$ cat src/rtl/clt_pkg.sv
// ----------------------------------------------------------------------------
// clt_pkg: shared types and codes for the compacting list table
// Command and status codes, the controller state type and the command and
// status bundles that pass between the controller and the datapath.
// ----------------------------------------------------------------------------
package clt_pkg;

  // Request command codes.
  localparam logic [1:0] CMD_APPEND = 2'd0;
  localparam logic [1:0] CMD_REMOVE = 2'd1;
  localparam logic [1:0] CMD_READ   = 2'd2;

  // Result status codes.
  localparam logic [1:0] ST_OK           = 2'd0;
  localparam logic [1:0] ST_FULL         = 2'd1;
  localparam logic [1:0] ST_NOT_FOUND    = 2'd2;
  localparam logic [1:0] ST_OUT_OF_RANGE = 2'd3;

  // Controller states.
  typedef enum logic [2:0] {
    S_IDLE,
    S_DISPATCH,
    S_READ_WAIT,
    S_SCAN,
    S_SHIFT
  } state_t;

  // Source of the memory read address.
  typedef enum logic [1:0] {
    RD_ZERO,
    RD_INDEX,
    RD_PTR_NEXT
  } rd_sel_t;

  // Source of the memory write address and data.
  typedef enum logic {
    WR_APPEND,
    WR_SHIFT
  } wr_sel_t;

  // Source of the result word.
  typedef enum logic [1:0] {
    RES_ZERO,
    RES_RDATA,
    RES_VALUE
  } res_sel_t;

  // Commands from the controller to the datapath.
  typedef struct packed {
    logic       cap_in;
    logic       mem_re;
    rd_sel_t    rd_sel;
    logic       mem_we;
    wr_sel_t    wr_sel;
    logic       ptr_clr;
    logic       ptr_inc;
    logic       cnt_inc;
    logic       cnt_dec;
    logic       load_out;
    res_sel_t   res_sel;
    logic [1:0] res_status;
  } ctl_t;

  // Status from the datapath to the controller.
  typedef struct packed {
    logic [1:0] cmd;
    logic       full;
    logic       idx_oor;
    logic       cnt_zero;
    logic       match;
    logic       last;
    logic       out_free;
  } sts_t;

endpackage

$ cat src/rtl/clt_datapath.sv
// ----------------------------------------------------------------------------
// clt_datapath: storage and arithmetic of the compacting list table
// Holds the entry memory, the fill count, the scan pointer, the captured
// request and the output register, and acts on the controller's commands.
// ----------------------------------------------------------------------------
module clt_datapath #(
  parameter int DEPTH = 16
) (
  input  logic                clk,
  input  logic                rst_n,
  input  logic [1:0]          in_command,
  input  logic signed [31:0]  in_value,
  input  logic [3:0]          in_index,
  input  logic                out_ready,
  output logic                out_valid,
  output logic signed [31:0]  out_read_value,
  output logic [1:0]          out_status,
  output logic [4:0]          out_entry_count,
  input  clt_pkg::ctl_t       ctl,
  output clt_pkg::sts_t       sts
);

  localparam int AW  = $clog2(DEPTH);
  localparam int CW  = $clog2(DEPTH + 1);
  localparam int XW  = (CW > 4) ? CW : 4;
  localparam int EXW = (CW > 5) ? CW : 5;

  logic signed [31:0] mem [DEPTH];

  logic [1:0]         cmd_r;
  logic signed [31:0] value_r;
  logic [3:0]         index_r;
  logic [CW-1:0]      count_r;
  logic [CW-1:0]      count_nxt;
  logic [AW-1:0]      ptr_r;
  logic signed [31:0] rdata_r;
  logic               out_valid_r;
  logic signed [31:0] out_value_r;
  logic [1:0]         out_status_r;
  logic [4:0]         out_count_r;

  logic [CW-1:0]      ptr_next_c;
  logic [XW-1:0]      idx_x;
  logic [XW-1:0]      cnt_x;
  logic [EXW-1:0]     cnt_out_x;
  logic [AW-1:0]      raddr;
  logic [AW-1:0]      waddr;
  logic signed [31:0] wdata;
  logic signed [31:0] res_value;

  // Captured request.
  always_ff @(posedge clk) begin
    if (ctl.cap_in) begin
      cmd_r   <= in_command;
      value_r <= in_value;
      index_r <= in_index;
    end
  end

  // Fill count.
  assign count_nxt = count_r + CW'(ctl.cnt_inc) - CW'(ctl.cnt_dec);

  always_ff @(posedge clk) begin
    if (!rst_n) begin
      count_r <= '0;
    end else begin
      count_r <= count_nxt;
    end
  end

  // Scan and shift pointer.
  always_ff @(posedge clk) begin
    if (ctl.ptr_clr) begin
      ptr_r <= '0;
    end else if (ctl.ptr_inc) begin
      ptr_r <= ptr_r + AW'(1);
    end
  end

  assign ptr_next_c = CW'(ptr_r) + CW'(1);

  // Address and data selection.
  assign idx_x = XW'(index_r);
  assign cnt_x = XW'(count_r);

  always_comb begin
    unique case (ctl.rd_sel)
      clt_pkg::RD_ZERO:     raddr = '0;
      clt_pkg::RD_INDEX:    raddr = AW'(idx_x);
      clt_pkg::RD_PTR_NEXT: raddr = AW'(ptr_next_c);
      default:              raddr = '0;
    endcase
  end

  always_comb begin
    unique case (ctl.wr_sel)
      clt_pkg::WR_APPEND: begin
        waddr = AW'(count_r);
        wdata = value_r;
      end
      clt_pkg::WR_SHIFT: begin
        waddr = ptr_r - AW'(1);
        wdata = rdata_r;
      end
      default: begin
        waddr = '0;
        wdata = value_r;
      end
    endcase
  end

  // Entry memory with a registered read port.
  always_ff @(posedge clk) begin
    if (ctl.mem_we) begin
      mem[waddr] <= wdata;
    end
  end

  always_ff @(posedge clk) begin
    if (ctl.mem_re) begin
      rdata_r <= mem[raddr];
    end
  end

  // Result word selection.
  always_comb begin
    unique case (ctl.res_sel)
      clt_pkg::RES_ZERO:  res_value = '0;
      clt_pkg::RES_RDATA: res_value = rdata_r;
      clt_pkg::RES_VALUE: res_value = value_r;
      default:            res_value = '0;
    endcase
  end

  assign cnt_out_x = EXW'(count_nxt);

  // Output register; the request count leaves with the updated fill count.
  always_ff @(posedge clk) begin
    if (!rst_n) begin
      out_valid_r <= 1'b0;
    end else if (ctl.load_out) begin
      out_valid_r <= 1'b1;
    end else if (out_ready) begin
      out_valid_r <= 1'b0;
    end
  end

  always_ff @(posedge clk) begin
    if (ctl.load_out) begin
      out_value_r  <= res_value;
      out_status_r <= ctl.res_status;
      out_count_r  <= cnt_out_x[4:0];
    end
  end

  assign out_valid       = out_valid_r;
  assign out_read_value  = out_value_r;
  assign out_status      = out_status_r;
  assign out_entry_count = out_count_r;

  // Status toward the controller.
  assign sts.cmd      = cmd_r;
  assign sts.full     = (count_r == CW'(DEPTH));
  assign sts.idx_oor  = (idx_x >= cnt_x);
  assign sts.cnt_zero = (count_r == '0);
  assign sts.match    = (rdata_r == value_r);
  assign sts.last     = (ptr_next_c >= count_r);
  assign sts.out_free = !out_valid_r || out_ready;

endmodule

$ cat src/rtl/clt_ctrl.sv
// ----------------------------------------------------------------------------
// clt_ctrl: sequencer of the compacting list table
// Takes one request at a time, walks the entries for a remove, closes the gap
// one entry per cycle and loads the result when the output register is free.
// ----------------------------------------------------------------------------
module clt_ctrl (
  input  logic           clk,
  input  logic           rst_n,
  input  logic           in_valid,
  output logic           in_ready,
  input  clt_pkg::sts_t  sts,
  output clt_pkg::ctl_t  ctl
);

  clt_pkg::state_t state_r;
  clt_pkg::state_t state_nxt;

  // State register.
  always_ff @(posedge clk) begin
    if (!rst_n) begin
      state_r <= clt_pkg::S_IDLE;
    end else begin
      state_r <= state_nxt;
    end
  end

  // Next state and commands.
  always_comb begin
    state_nxt      = state_r;
    in_ready       = 1'b0;
    ctl            = '0;
    ctl.rd_sel     = clt_pkg::RD_ZERO;
    ctl.wr_sel     = clt_pkg::WR_APPEND;
    ctl.res_sel    = clt_pkg::RES_ZERO;
    ctl.res_status = clt_pkg::ST_OK;

    unique case (state_r)
      clt_pkg::S_IDLE: begin
        in_ready = 1'b1;
        if (in_valid) begin
          ctl.cap_in = 1'b1;
          state_nxt  = clt_pkg::S_DISPATCH;
        end
      end

      clt_pkg::S_DISPATCH: begin
        unique case (sts.cmd)
          clt_pkg::CMD_APPEND: begin
            if (sts.out_free) begin
              ctl.load_out = 1'b1;
              if (sts.full) begin
                ctl.res_status = clt_pkg::ST_FULL;
              end else begin
                ctl.mem_we  = 1'b1;
                ctl.wr_sel  = clt_pkg::WR_APPEND;
                ctl.cnt_inc = 1'b1;
              end
              state_nxt = clt_pkg::S_IDLE;
            end
          end
          clt_pkg::CMD_REMOVE: begin
            if (sts.cnt_zero) begin
              if (sts.out_free) begin
                ctl.load_out   = 1'b1;
                ctl.res_status = clt_pkg::ST_NOT_FOUND;
                state_nxt      = clt_pkg::S_IDLE;
              end
            end else begin
              ctl.mem_re  = 1'b1;
              ctl.rd_sel  = clt_pkg::RD_ZERO;
              ctl.ptr_clr = 1'b1;
              state_nxt   = clt_pkg::S_SCAN;
            end
          end
          clt_pkg::CMD_READ: begin
            if (sts.idx_oor) begin
              if (sts.out_free) begin
                ctl.load_out   = 1'b1;
                ctl.res_status = clt_pkg::ST_OUT_OF_RANGE;
                state_nxt      = clt_pkg::S_IDLE;
              end
            end else begin
              ctl.mem_re = 1'b1;
              ctl.rd_sel = clt_pkg::RD_INDEX;
              state_nxt  = clt_pkg::S_READ_WAIT;
            end
          end
          default: begin
            // Unused command code: report the count and change nothing.
            if (sts.out_free) begin
              ctl.load_out = 1'b1;
              state_nxt    = clt_pkg::S_IDLE;
            end
          end
        endcase
      end

      clt_pkg::S_READ_WAIT: begin
        if (sts.out_free) begin
          ctl.load_out = 1'b1;
          ctl.res_sel  = clt_pkg::RES_RDATA;
          state_nxt    = clt_pkg::S_IDLE;
        end
      end

      clt_pkg::S_SCAN: begin
        // The read data holds the entry at the pointer; fetch the next one
        // while comparing so the walk covers one entry per cycle.
        if (!sts.last) begin
          ctl.mem_re  = 1'b1;
          ctl.rd_sel  = clt_pkg::RD_PTR_NEXT;
          ctl.ptr_inc = 1'b1;
          if (sts.match) begin
            state_nxt = clt_pkg::S_SHIFT;
          end
        end else if (sts.out_free) begin
          ctl.load_out = 1'b1;
          state_nxt    = clt_pkg::S_IDLE;
          if (sts.match) begin
            ctl.cnt_dec = 1'b1;
            ctl.res_sel = clt_pkg::RES_VALUE;
          end else begin
            ctl.res_status = clt_pkg::ST_NOT_FOUND;
          end
        end
      end

      clt_pkg::S_SHIFT: begin
        // Move the entry at the pointer down by one place.
        if (!sts.last) begin
          ctl.mem_we  = 1'b1;
          ctl.wr_sel  = clt_pkg::WR_SHIFT;
          ctl.mem_re  = 1'b1;
          ctl.rd_sel  = clt_pkg::RD_PTR_NEXT;
          ctl.ptr_inc = 1'b1;
        end else if (sts.out_free) begin
          ctl.mem_we   = 1'b1;
          ctl.wr_sel   = clt_pkg::WR_SHIFT;
          ctl.cnt_dec  = 1'b1;
          ctl.load_out = 1'b1;
          ctl.res_sel  = clt_pkg::RES_VALUE;
          state_nxt    = clt_pkg::S_IDLE;
        end
      end

      default: begin
        state_nxt = clt_pkg::S_IDLE;
      end
    endcase
  end

endmodule

$ cat src/rtl/compacting_list_table_top.sv
// ----------------------------------------------------------------------------
// compacting_list_table_top: ordered list of up to DEPTH words
// Append, remove-first-match and read-at-index on a list held in one memory.
// ----------------------------------------------------------------------------
// The block takes one request at a time and answers each with one result.
// Append, an unused command code and any failing read or append load their
// result from the dispatch state; a read loads it from the read-wait state.
// A remove walks the memory through its single registered read port at one
// entry per cycle and then closes the gap at one entry per cycle, so it
// passes over all N entries, where N is the fill count, whatever position
// matches. A new request is accepted as soon as the sequencer returns to
// idle, even while the previous result still waits in the output register;
// a result waits in the sequencer only while that register is still
// occupied. The entries need no clearing after reset.
module compacting_list_table_top #(
  parameter int DEPTH = 16
) (
  input  logic               clk,
  input  logic               rst_n,
  input  logic               in_valid,
  output logic               in_ready,
  input  logic [1:0]         in_command,
  input  logic signed [31:0] in_value,
  input  logic [3:0]         in_index,
  output logic               out_valid,
  input  logic               out_ready,
  output logic signed [31:0] out_read_value,
  output logic [1:0]         out_status,
  output logic [4:0]         out_entry_count
);

  clt_pkg::ctl_t ctl;
  clt_pkg::sts_t sts;

  // Sequencer.
  clt_ctrl u_ctrl (
    .clk      (clk),
    .rst_n    (rst_n),
    .in_valid (in_valid),
    .in_ready (in_ready),
    .sts      (sts),
    .ctl      (ctl)
  );

  // Storage and output register.
  clt_datapath #(
    .DEPTH (DEPTH)
  ) u_datapath (
    .clk             (clk),
    .rst_n           (rst_n),
    .in_command      (in_command),
    .in_value        (in_value),
    .in_index        (in_index),
    .out_ready       (out_ready),
    .out_valid       (out_valid),
    .out_read_value  (out_read_value),
    .out_status      (out_status),
    .out_entry_count (out_entry_count),
    .ctl             (ctl),
    .sts             (sts)
  );

  // The count never moves both ways in one cycle.
  a_cnt_one_way: assert property (@(posedge clk) disable iff (!rst_n)
    !(ctl.cnt_inc && ctl.cnt_dec))
    else $error("fill count incremented and decremented together");

  // An append writes the memory only when there is room.
  a_append_room: assert property (@(posedge clk) disable iff (!rst_n)
    (ctl.mem_we && ctl.wr_sel == clt_pkg::WR_APPEND) |-> !sts.full)
    else $error("append written into a full list");

  // A result is loaded only into a free output register.
  a_load_free: assert property (@(posedge clk) disable iff (!rst_n)
    ctl.load_out |-> sts.out_free)
    else $error("result overwrote a pending result");

  // After a request is accepted the block is busy with it.
  a_busy_after_accept: assert property (@(posedge clk) disable iff (!rst_n)
    (in_valid && in_ready) |=> !in_ready)
    else $error("second request accepted while busy");

endmodule
$ cat config.mk
export PLATFORM = sky130hd
export DESIGN_NAME = compacting_list_table_top
export DESIGN_NICKNAME = d
export VERILOG_FILES = /design/src/rtl/clt_pkg.sv /design/src/rtl/clt_datapath.sv /design/src/rtl/clt_ctrl.sv /design/src/rtl/compacting_list_table_top.sv
export SDC_FILE = /design/constraint.sdc
export NUM_CORES = 1
export LEC_CHECK = 0
export ABC_AREA = 1
export BUFFER_PORTS_ARGS = -buffer_cell sky130_fd_sc_hd__buf_2
export CELL_PAD_IN_SITES_DETAIL_PLACEMENT = 0
export CELL_PAD_IN_SITES_GLOBAL_PLACEMENT = 1
export CORE_MARGIN = 5
export CORE_UTILIZATION = 49
export CTS_BUF_LIST = sky130_fd_sc_hd__clkbuf_8
export CTS_CLUSTER_DIAMETER = 200
export DETAILED_ROUTE_END_ITERATION = 12
export PLACE_DENSITY = 0.75
export REMOVE_ABC_BUFFERS = 1
export SLEW_MARGIN = 20
export SYNTH_ARGS = -nofsm -noshare
export SYNTH_HDL_FRONTEND = slang
export SYNTH_SLANG_ARGS = --single-unit
$ cat constraint.sdc
create_clock -name clk -period 11.7 [get_ports clk]
set_input_delay 0.585 -clock clk [delete_from_list [all_inputs] [get_ports clk]]
set_output_delay 0.585 -clock clk [all_outputs]
set_load 0.05 [all_outputs]
[Word-level counts from Yosys, hierarchy flattened]
Memory sizes are Yosys's and may differ from the RTL's. A register that Yosys moved wholly into a read port is not among the register bits.
Index checks and enable logic that the tools add are counted.
Storage, ports and cells
  register bits after elaboration: 90
  RAM bits: 512
  bits of input ports: 42
  word-level logic and storage cells: 104
  memories kept: 1
Operators by class
  add/sub/neg operators: 5
  magnitude comparators: 2
  equal/unequal tests: 15
  muxes and demuxes: 62
  bitwise operators: 1
  reduce and logical (&&, ||, !) cells: 8
Memory list
  u_datapath.mem: depth 16, width 32, rd ports 1, clocked after Yosys merged registers in 1, wr ports 1, line clt_datapath.sv:28  | logic signed [31:0] mem [DEPTH];
Operator list (number)
  one-hot mux 32 bit (2 select lines): 2
  two-way mux 3 bit: 11
  == test 32 bit: 1
  two-way mux 2 bit: 11
  two-way mux 1 bit: 21
  one-hot mux 3 bit (2 select lines): 3
  one-hot mux 4 bit (2 select lines): 2
  one-hot mux 3 bit (5 select lines): 1
  two-way mux 6 bit: 2
  one-hot mux 2 bit (3 select lines): 2
  two-way mux 4 bit: 2
  one-hot mux 2 bit (2 select lines): 2
  == test 2 x 1 -> 1 bit (second input constant): 3
  == test 2 bit (second input constant): 3
  == test 3 x 2 -> 1 bit (second input constant): 2
  adder 4 x 1 -> 5 bit (second input constant): 1
  adder 5 x 1 -> 5 bit: 1
  == test 5 bit (second input constant): 1
  >= comparator 4 x 5 -> 1 bit: 1
  >= comparator 5 bit: 1
  logical NOT 5 bit: 1
  subtractor 5 x 1 -> 5 bit: 1
  adder 4 x 1 -> 4 bit (second input constant): 1
  one-hot mux 1 bit (2 select lines): 2
  15 further kinds: 15

[Logic depth before layout (Yosys ltp)]
Gate-level depths: netlist of the first run.
  depth in word-level cells: 7
  depth in mapped cells: 23

[By module]
A second synthesis of the first run with hierarchy kept.
Unflattened totals
  cells, all modules: 2674
  area, all modules: 28571.2 um^2
By module, submodules not included
  clt_datapath: times used 1, cells an instance 2590, area each 28081.9 um^2
  clt_ctrl: times used 1, cells an instance 84, area each 489.2 um^2

[Worst setup path after synthesis of the first run]
Ideal clock, no wire load.
  path kind: reg2reg
  from: register u_datapath.ptr_r[0]
  to: memory u_datapath.mem[12][0], enable pin
  setup time: 0.421 ns
  data arrival time: 3.534 ns
  data required time: 11.279 ns
  setup slack: 7.745 ns
  cell stages (with the launch flop): 13
  cell sequence: dfxtp_1 > ha_1 > xor2_1 > ha_1 > a21oi_1 > o21a_1 > nand3_1 > nand2_1 > nand2_1 > buf_2 > o31ai_1 > nand4_1 > nor2_1
Between the ends
  longest elaborated chain between the ends: 6
  elaborated cells between the ends (all ways): 9
Ends and longest elaborated chain
  start: declaration: line clt_datapath.sv:35  | logic [AW-1:0] ptr_r;
  start signal: assignment: line clt_datapath.sv:76  | ptr_r <= ptr_r + AW'(1);
  adder 4 x 1 -> 5 bit (*): line clt_datapath.sv:80  | assign ptr_next_c = CW'(ptr_r) + CW'(1);
  net u_datapath.ptr_next_c[2]: line clt_datapath.sv:42  | logic [CW-1:0] ptr_next_c;
  >= comparator 5 bit (*): line clt_datapath.sv:167  | assign sts.last = (ptr_next_c >= count_r);
  two-way mux 2 bit (*): line clt_ctrl.sv:130  | if (!sts.last) begin
  one-hot mux 2 bit (2 select lines) (*): line clt_ctrl.sv:37  | unique case (state_r)
  NOT 1 bit or two-way mux 1 bit (tied branches): line clt_datapath.sv:96, clt_datapath.sv:114
  one-hot mux 4 bit (2 select lines) or two-way mux 1 bit (tied branches): line clt_datapath.sv:96, clt_datapath.sv:115
  end: declaration: line clt_datapath.sv:28
Mark *: on every way through the listed nets, which the timed path passes. The rest lies on a longest branch.

[Worst setup path in the final report of the first run]
  from: register u_datapath.ptr_r[0]
  to: register u_datapath.rdata_r[3] (read register of u_datapath.mem), data pin
Between the ends
  longest elaborated chain between the ends: 6
  elaborated cells between the ends (all ways): 7
Ends and longest elaborated chain
  adder 4 x 1 -> 5 bit (*): line clt_datapath.sv:80
  net u_datapath.ptr_next_c[2]: line clt_datapath.sv:42
  >= comparator 5 bit: line clt_datapath.sv:167
  two-way mux 3 bit: line clt_ctrl.sv:109, clt_ctrl.sv:130
  one-hot mux 3 bit (2 select lines): line clt_ctrl.sv:37
  == test 2 bit or == test 2 x 1 -> 1 bit (tied branches): line clt_datapath.sv:87  | unique case (ctl.rd_sel)
  one-hot mux 4 bit (2 select lines): line clt_datapath.sv:87
  end: declaration: line clt_datapath.sv:36  | logic signed [31:0] rdata_r;
Marks and branches as above.
A chain may end at the register's enable or synchronous reset.

==> results of run 1 <==
[worst max-delay path, delay by kind of cell, from the launching register on]
family / cells / cell delay, ns
xor+xnor: 1 / 0.28
compound gates: 5 / 1.33
simple gates: 6 / 0.74
buf+inv: 4 / 2.00
flops: 1 / 0.42
fa+ha+maj: 3 / 0.81
[logic make-up after synthesis]
group | Yosys count | share of synthesized area, %
simple gates | 584 | 10.0
fa+ha+maj | 26 | 1.26
mux | 21 | 0.893
xor+xnor | 28 | 0.926
buf+inv | 205 | 3.55
flops | 634 | 71.4
compound gates | 482 | 12.0
[layout make-up]
class / instances / share of cell area (%)
inverters: 89 / 1.14
clock buffers: 106 / 4.91
clock inverters: 88 / 1.78
well taps: 696 / 2.93
flip-flops and latches: 634 / 63.6
multi-input cells: 1141 / 22.9
repair buffers: 131 / 2.71
[sequential cells by signal, summed over array words and instances, names as in the netlist]
| name | count |
|---|---|
| u_datapath.cnt_x | 5 |
| u_datapath.rdata_r | 32 |
| u_datapath.out_status | 2 |
| u_datapath.cmd_r | 2 |
| u_datapath.out_valid | 1 |
| u_ctrl.state_r | 3 |
| u_datapath.out_entry_count | 5 |
| u_datapath.index_r | 4 |
| u_datapath.out_read_value | 32 |
| u_datapath.mem | 512 |
| u_datapath.value_r | 32 |
| u_datapath.ptr_r | 4 |
[power groups by stage]
stage          Clock, uW  Combinational [uW]  Sequential [uW]
2_1_floorplan          0                 121             2650
3_3_place_gp           0                 236             2610
3_5_place_dp           0                 242             2610
4_1_cts             1890                 245             2570
5_1_grt             2000                 266             2570
6_report            1850                 245             2570
[metrics by stage]
stage,cells,hold slack (ns),power (uW)
floorplan,1864,0.492,2770
global placement,2685,0.536,2850
detailed placement,2685,0.536,2860
CTS,2885,0.000345,4700
global route,2885,0.00534,4840
finish,2885,0.0568,4660
[layout by cell type (no fill, tap or decap), types with 2 or more instances in the layout]
| cell | Yosys | layout |
|---|---|---|
| clkinv_2 | 0 | 20 |
| bufinv_16 | 0 | 5 |
| o21ai_0 | 227 | 227 |
| xor2_1 | 4 | 4 |
| nand2_1 | 205 | 204 |
| ha_1 | 25 | 23 |
| xnor2_1 | 24 | 24 |
| a21oi_4 | 0 | 2 |
| or2_0 | 6 | 6 |
| or2_2 | 118 | 118 |
| inv_6 | 0 | 3 |
| buf_2 | 17 | 82 |
| nand3_1 | 67 | 65 |
| nor2_4 | 1 | 18 |
| inv_2 | 2 | 2 |
| dfxtp_1 | 13 | 13 |
| o221ai_1 | 75 | 75 |
| o31ai_1 | 3 | 3 |
| o21ai_1 | 16 | 16 |
| nor2_1 | 165 | 148 |
| dlygate4sd3_1 | 0 | 6 |
| o211ai_2 | 40 | 40 |
| buf_4 | 14 | 42 |
| mux2_2 | 21 | 21 |
| inv_12 | 0 | 2 |
| nor3_1 | 3 | 3 |
| ha_2 | 0 | 2 |
| o21a_1 | 2 | 2 |
| edfxtp_1 | 621 | 621 |
| clkinv_1 | 0 | 34 |
| clkbuf_8 | 0 | 106 |
| inv_1 | 87 | 109 |
| a21oi_1 | 55 | 55 |
| clkinvlp_4 | 0 | 2 |
| or2_1 | 9 | 9 |
| o211ai_1 | 59 | 59 |
| nand4_1 | 8 | 8 |
[worst max-delay path by stage]
stage          cells past startpoint  slack, ns                 from                    end
4_1_cts                           19       5.92  u_datapath.ptr_r[0]  u_datapath.rdata_r[3]
5_1_grt                           19       5.37  u_datapath.ptr_r[0]  u_datapath.rdata_r[3]
3_3_place_gp                      19       6.20  u_datapath.ptr_r[0]  u_datapath.rdata_r[3]
6_report                          19       5.83  u_datapath.ptr_r[0]  u_datapath.rdata_r[3]
3_5_place_dp                      19       5.92  u_datapath.ptr_r[0]  u_datapath.rdata_r[3]
2_1_floorplan                     15       5.03  u_datapath.ptr_r[0]  u_datapath.rdata_r[2]
[layer usage]
layer	up-vias	part of all wire, %	global-route usage [%]
li1	7580	-	-
met1	8141	43	31.6
met2	705	45	35.6
met3	139	8.6	5.17
met4	0	3.5	8.27
met5	-	0	0
==> metrics.md, run 1 <==
| Metric | Value |
|---|---|
| Synthesis warning total | `0` |
| Max rail drop VDD | `0.113 mV` |
| Post-synth top cells | `edfxtp_1 (621), o21ai_0 (227), nand2_1 (205)` |
| Die Y | `243 um` |
| Post-synth EDFFs | `621` |
| Grt ovf | `0` |
| Worst EP arrival | `6.44 ns` |
| Crit end category | `flop` |
| Setup ws final | `5.83 ns` |
| Slew Viols, Final | `0` |
| Count leader, synth | `edfxtp_1` |
| Clock tree from TritonCTS | `yes` |
| Ranking of synthesized cells by area | `edfxtp_1 (70%), o21ai_0 (4.3%), nand2_1 (2.9%)` |
| Critical-path top delay cell | `buf_4` |
| # DRC | `0` |
| RSZ-0062 raised after global routing | `false` |
| Prevailing post-synth register cell | `edfxtp_1` |
| Avg Cell Area, Syn | `13.4 um^2` |
| Area of the multi-input gates | `0.00681 mm^2` |
| Place WS | `5.92 ns` |
| Pwr Density | `157 mW/mm^2` |
| Required @ worst endpoint | `12.27 ns` |
| R2R Path Start | `u_datapath.ptr_r[0]` |
| Die X | `243 um` |
| Placed cell area | `0.0277 mm^2` |
| Clock transition at path regs | `0.06 ns` |
| Worst-margin pin slew | `1.12 ns` |
| Initial antenna violation count | `0` |
| Layout Skew | `0.0378 ns` |
| Register-to-register setup slack | `5.83 ns` |
| Most common cell on crit path | `ha_1` |
| Final setup violation count | `0` |
| Combinational share of power | `5.2%` |
| NumNets Final | `2170` |
| Clk Latency, worst-skew pair | `0.71 ns` |
| Max Cap Viol | `0` |
| Leak | `0.0100 uW` |
| Register area share after synthesis | `71.4%` |
| CTS Buf Count | `105` |
| Register share of total power | `55.0%` |
| Max Freq | `170 MHz` |
| CTS Hold Buffers Added | `6` |
| Root buf cell | `clkbuf_8` |
| Pint | `3570 uW` |
| Mapped Area | `0.0265 mm^2` |
| Final period util | `50.2%` |
| Reg2Reg Depth | `19` |
| Clk sink count | `634` |
| N_diodes | `0` |
| Placeable Area | `0.0537 mm^2` |
| Iteration-0 DRC count of the detailed router | `1673` |
| Min-delay src | `in_value[10]` |
| Async set-reset flop share out of synthesis | `0%` |
| Switching share of power | `23.4%` |
| End of the worst register-to-register path | `u_datapath.rdata_r[3]` |
| Area leader, netlist | `edfxtp_1` |
| Crit start category | `flop` |
| Critical path fanouts, max | `100` |
| Cell depth of the worst hold path | `1` |
| Final cell area excluding filler cells | `0.0297 mm^2` |
| Min-delay worst type | `primary input to flop` |
| Pre-Repair DR Iteration Count | `5` |
| H-tree Lvls | `3` |
| Crit path largest cell delay | `0.88 ns` |
| Placer Congestion | `0.811` |
| Tot GR Track Use | `22.8%` |
| Layout cell share with drive strength beyond 1 | `21.5%` |
| Cell Chain, Critical Path | `ha_1 > xor2_1 > ha_1 > a21oi_1 > o21a_1 > nand3_1 > nor2_1 > inv_1 > ha_1 > nand2_1 > o21a_1 > nor2_8 > buf_4 > inv_6 > buf_4 > o21ai_0 > o221ai_1 > nand3_1 > nand2_1` |
| Final wirelength | `68200 um` |
| Gate Count Post-Synth | `1980` |
| Setup TNS | `0 ns` |
| Total number of vias | `16600` |
| Starting Density | `49.3%` |
| First-pass GRT wire length | `101000 um` |
| Top cell type's share of synthesized area | `70.4%` |
| Clock Power Share | `39.7%` |
| Max clock buf depth | `3` |
| DP Wirelength | `33700 um` |
| Wire per inst | `23.6 um` |
| Fin. Hold Viols | `0` |
| Core Rows | `85` |
| Slew Limit Headroom | `25.2%` |
| Vias in the first global route | `16100` |
| Via density per instance | `5.74` |
| Largest net degree at the start of global routing | `208` |
| Final min period | `5.87 ns` |
| ANT nets after route | `0` |
| IO buf count | `82` |
| Switch Pwr | `1090 uW` |
| Yosys reg bits | `634` |
| Kind of critical path | `flop to flop` |
| Worst Hold Path EP | `u_datapath.value_r[10]` |
| Storage element area | `0.0189 mm^2` |
| Finished Core Util | `55.3%` |
| Outcome | `complete, no violations` |
| IO Count | `83` |
| Die ar. | `0.0588 mm^2` |
| Yosys cell types | `39` |
| Resized Gates After CTS | `0` |
| Fill cells | `4363` |
| P&R area growth vs syn | `12.2%` |
| Post-CTS Repair Setup Buffers | `0` |
Note: power is estimated with default switching activity, not from simulation.
==> run 2: changes to the inputs <==
Clock period 11.7 ns to 6.1 ns, I/O delays scaled along.
==> run 2 against run 1 <==
  * Via count up 1.5%
  * Cell count up 0.90%
  * Final area up 0.96%
  * Die area unchanged
  * Sequential cell count unchanged
  * Setup slack worse by 4.6 ns
  * Clock power up 77%
  * Register-to-register slack worse by 4.6 ns
  * Combinational power up 98%
  * First-iteration DRC count up 5.0%
  * Sequential share of layout area down 0.60 points
  * Critical endpoint is now u_datapath.rdata_r[7]
==> metrics.md, run 2 (synthesis results as in run 1) <==
| Metric | Value |
|---|---|
| Layout Skew | `0.0382 ns (+0.000394 ns)` |
| WL met1 | `28800 um (-1.1%)` |
| Clk sink count | `634 (unchanged)` |
| Placer Congestion | `0.829 (+2.2%)` |
| Final setup violation count | `0 (unchanged)` |
| Setup ws final | `1.22 ns (-4.61 ns)` |
| Uppermost layer routed | `met4` |
| Worst-margin pin slew | `1.18 ns (+0.0564 ns)` |
| Most flop-heavy register | `u_datapath.mem` |
| Initial antenna violation count | `0 (unchanged)` |
| DP Wirelength | `35000 um (+3.7%)` |
| Min-delay worst type | `primary input to flop` |
| Kind of critical path | `flop to flop` |
| RSZ-0062 raised after global routing | `false` |
| Routed met2 length | `32500 um (+5.1%)` |
| Most common cell after layout, fill and taps aside | `edfxtp_1` |
| Crit end category | `flop` |
| Slew Viols, Final | `0 (unchanged)` |
| Max Freq | `205 MHz (+20%)` |
| IO buf count | `82 (unchanged)` |
| NumNets Final | `2205 (+1.6%)` |
| Slew Limit Headroom | `21.5% (-3.8 points)` |
| Min Hold Slack | `0.0570 ns (+0.000197 ns)` |
| Max Cap Viol | `0 (unchanged)` |
| Grt ovf | `0 (unchanged)` |
| Iteration-0 DRC count of the detailed router | `1756 (+5.0%)` |
| Finished Core Util | `55.9% (+0.53 points)` |
| Most frequent cells in the layout | `edfxtp_1 (621), o21ai_0 (226), nand2_1 (204)` |
| Worst EP arrival | `5.46 ns (-0.98 ns)` |
| Clock tree from TritonCTS | `yes` |
| Via density per instance | `5.78 (+0.63%)` |
| Placeable Area | `0.0537 mm^2 (unchanged)` |
| Fin. Hold Viols | `0 (unchanged)` |
| N_diodes | `0 (unchanged)` |
| ANT nets after route | `0 (unchanged)` |
| Max clock buf depth | `3 (unchanged)` |
| Required @ worst endpoint | `6.68 ns (-5.59 ns)` |
| H-tree Lvls | `3 (unchanged)` |
| Max rail drop VDD | `0.195 mV (+73%)` |
| Layout cell share with drive strength beyond 1 | `20.7% (-0.79 points)` |
| Met3 routed WL | `5500 um (-5.8%)` |
| Total number of vias | `16800 (+1.5%)` |
| Die X | `243 um (unchanged)` |
| Starting Density | `49.3% (unchanged)` |
| Final wirelength | `68900 um (+1.0%)` |
| Core Rows | `85 (unchanged)` |
| Crit start category | `flop` |
| Place WS | `1.22 ns (-4.69 ns)` |
| Register-to-register setup slack | `1.22 ns (-4.61 ns)` |
| Critical path fanouts, max | `92 (-8.0%)` |
| Outcome | `complete, no violations` |
| CTS Buf Count | `103 (-1.9%)` |
| Tot GR Track Use | `23.0% (+0.23 points)` |
| IO Count | `83 (unchanged)` |
| Final min period | `4.88 ns (-0.987 ns)` |
| Root buf cell | `clkbuf_8` |
| Vias in the first global route | `16500 (+2.7%)` |
| Die ar. | `0.0588 mm^2 (unchanged)` |
| Final period util | `80.1% (+30 points)` |
| Max reg flops | `512 (unchanged)` |
| # DRC | `0 (unchanged)` |
| Leak | `0.0102 uW (+1.1%)` |
| Largest net degree at the start of global routing | `248 (+19%)` |
| Clock transition at path regs | `0.06 ns (about the same)` |
| First-pass GRT wire length | `103000 um (+1.4%)` |
| Clk Latency, worst-skew pair | `0.71 ns (about the same)` |
| Pwr Density | `289 mW/mm^2 (+84%)` |
| Die Y | `243 um (unchanged)` |
| P&R area growth vs syn | `13.3%` |
| Pre-Repair DR Iteration Count | `7 (+2)` |
| Wire per inst | `23.7 um (+0.11%)` |
## run 2: changes by cell type in the layout (fill, tap and decap cells not counted), moves of 2 or more
cell / delta
inv_12: -2
buf_4: -5
clkinv_2: -9
clkinv_8: +2
buf_12: +9
inv_1: +10
dlygate4sd3_1: +33
inv_6: -2
clkbuf_8: -2
clkinv_1: -5
bufinv_16: -4
## run 2: worst paths after layout
kind | endpoint | depth (start not counted) | startpoint
max | u_datapath.rdata_r[7] | 18 | u_datapath.ptr_r[0]
min | u_datapath.out_valid | 4 | out_ready
max reg2reg | u_datapath.rdata_r[7] | 18 | u_datapath.ptr_r[0]
min reg2reg | u_datapath.ptr_r[3] | 2 | u_datapath.ptr_r[3]
## run 2: timing repair
item / 4_1_cts / 5_1_grt
hold endpoints to repair: 41 / 0
setup buffers: 0 / 0
hold buffers: 39 / 0
setup endpoints to repair: 0 / 0
resized for setup: 0 / 0
## run 2: final cells by class
cell class,instances,area (um^2)
fillers,4356,23700
inverters,89,339
clock inverters,79,377
clock buffers,104,1430
multi-input cells,1141,6800
repair buffers,168,1280
well taps,696,871
flip-flops and latches,634,18900
## run 2: layer usage
metal | global-route usage, % | up-vias
met4 | 8.01 | 0
met1 | 31.2 | 8316
met2 | 37.0 | 695
li1 | - | 7660
met3 | 5.19 | 149
met5 | 0 | -
## run 2: metrics by stage
step / total power (uW) / cells / setup TNS [ns] / instance area, um^2
6_report: 8680 / 2911 / 0 / 30000
5_1_grt: 9020 / 2911 / 0 / 30000
4_1_cts: 8750 / 2911 / 0 / 30000
3_5_place_dp: 5480 / 2689 / 0 / 27800
3_3_place_gp: 5460 / 2689 / 0 / 27800
2_1_floorplan: 5310 / 1864 / -15.47 / 25900
## run 2: report_power, final
| part | leakage [uW] | switching, uW | internal, uW |
|---|---|---|---|
| Combinational | 0.00337 | 341 | 144 |
| Sequential | 0.00574 | 47.1 | 4880 |
| Clock | 0.00105 | 1650 | 1630 |
| Total | 0.0102 | 2040 | 6650 |
## run 2: critical path: stages (launching register included)
cell and delay (ns):
dfxtp_1 0.41, ha_1 0.22, xor2_1 0.27, ha_1 0.31
a21oi_1 0.15, o21a_1 0.13, nand3_1 0.15, nor2_1 0.31
inv_1 0.20, ha_1 0.28, nand2_1 0.09, o21a_1 0.56
nor2_8 0.07, inv_6 0.50, buf_4 0.43, o21ai_0 0.12
o211ai_1 0.22, o211ai_1 0.12, nand2_1 0.11
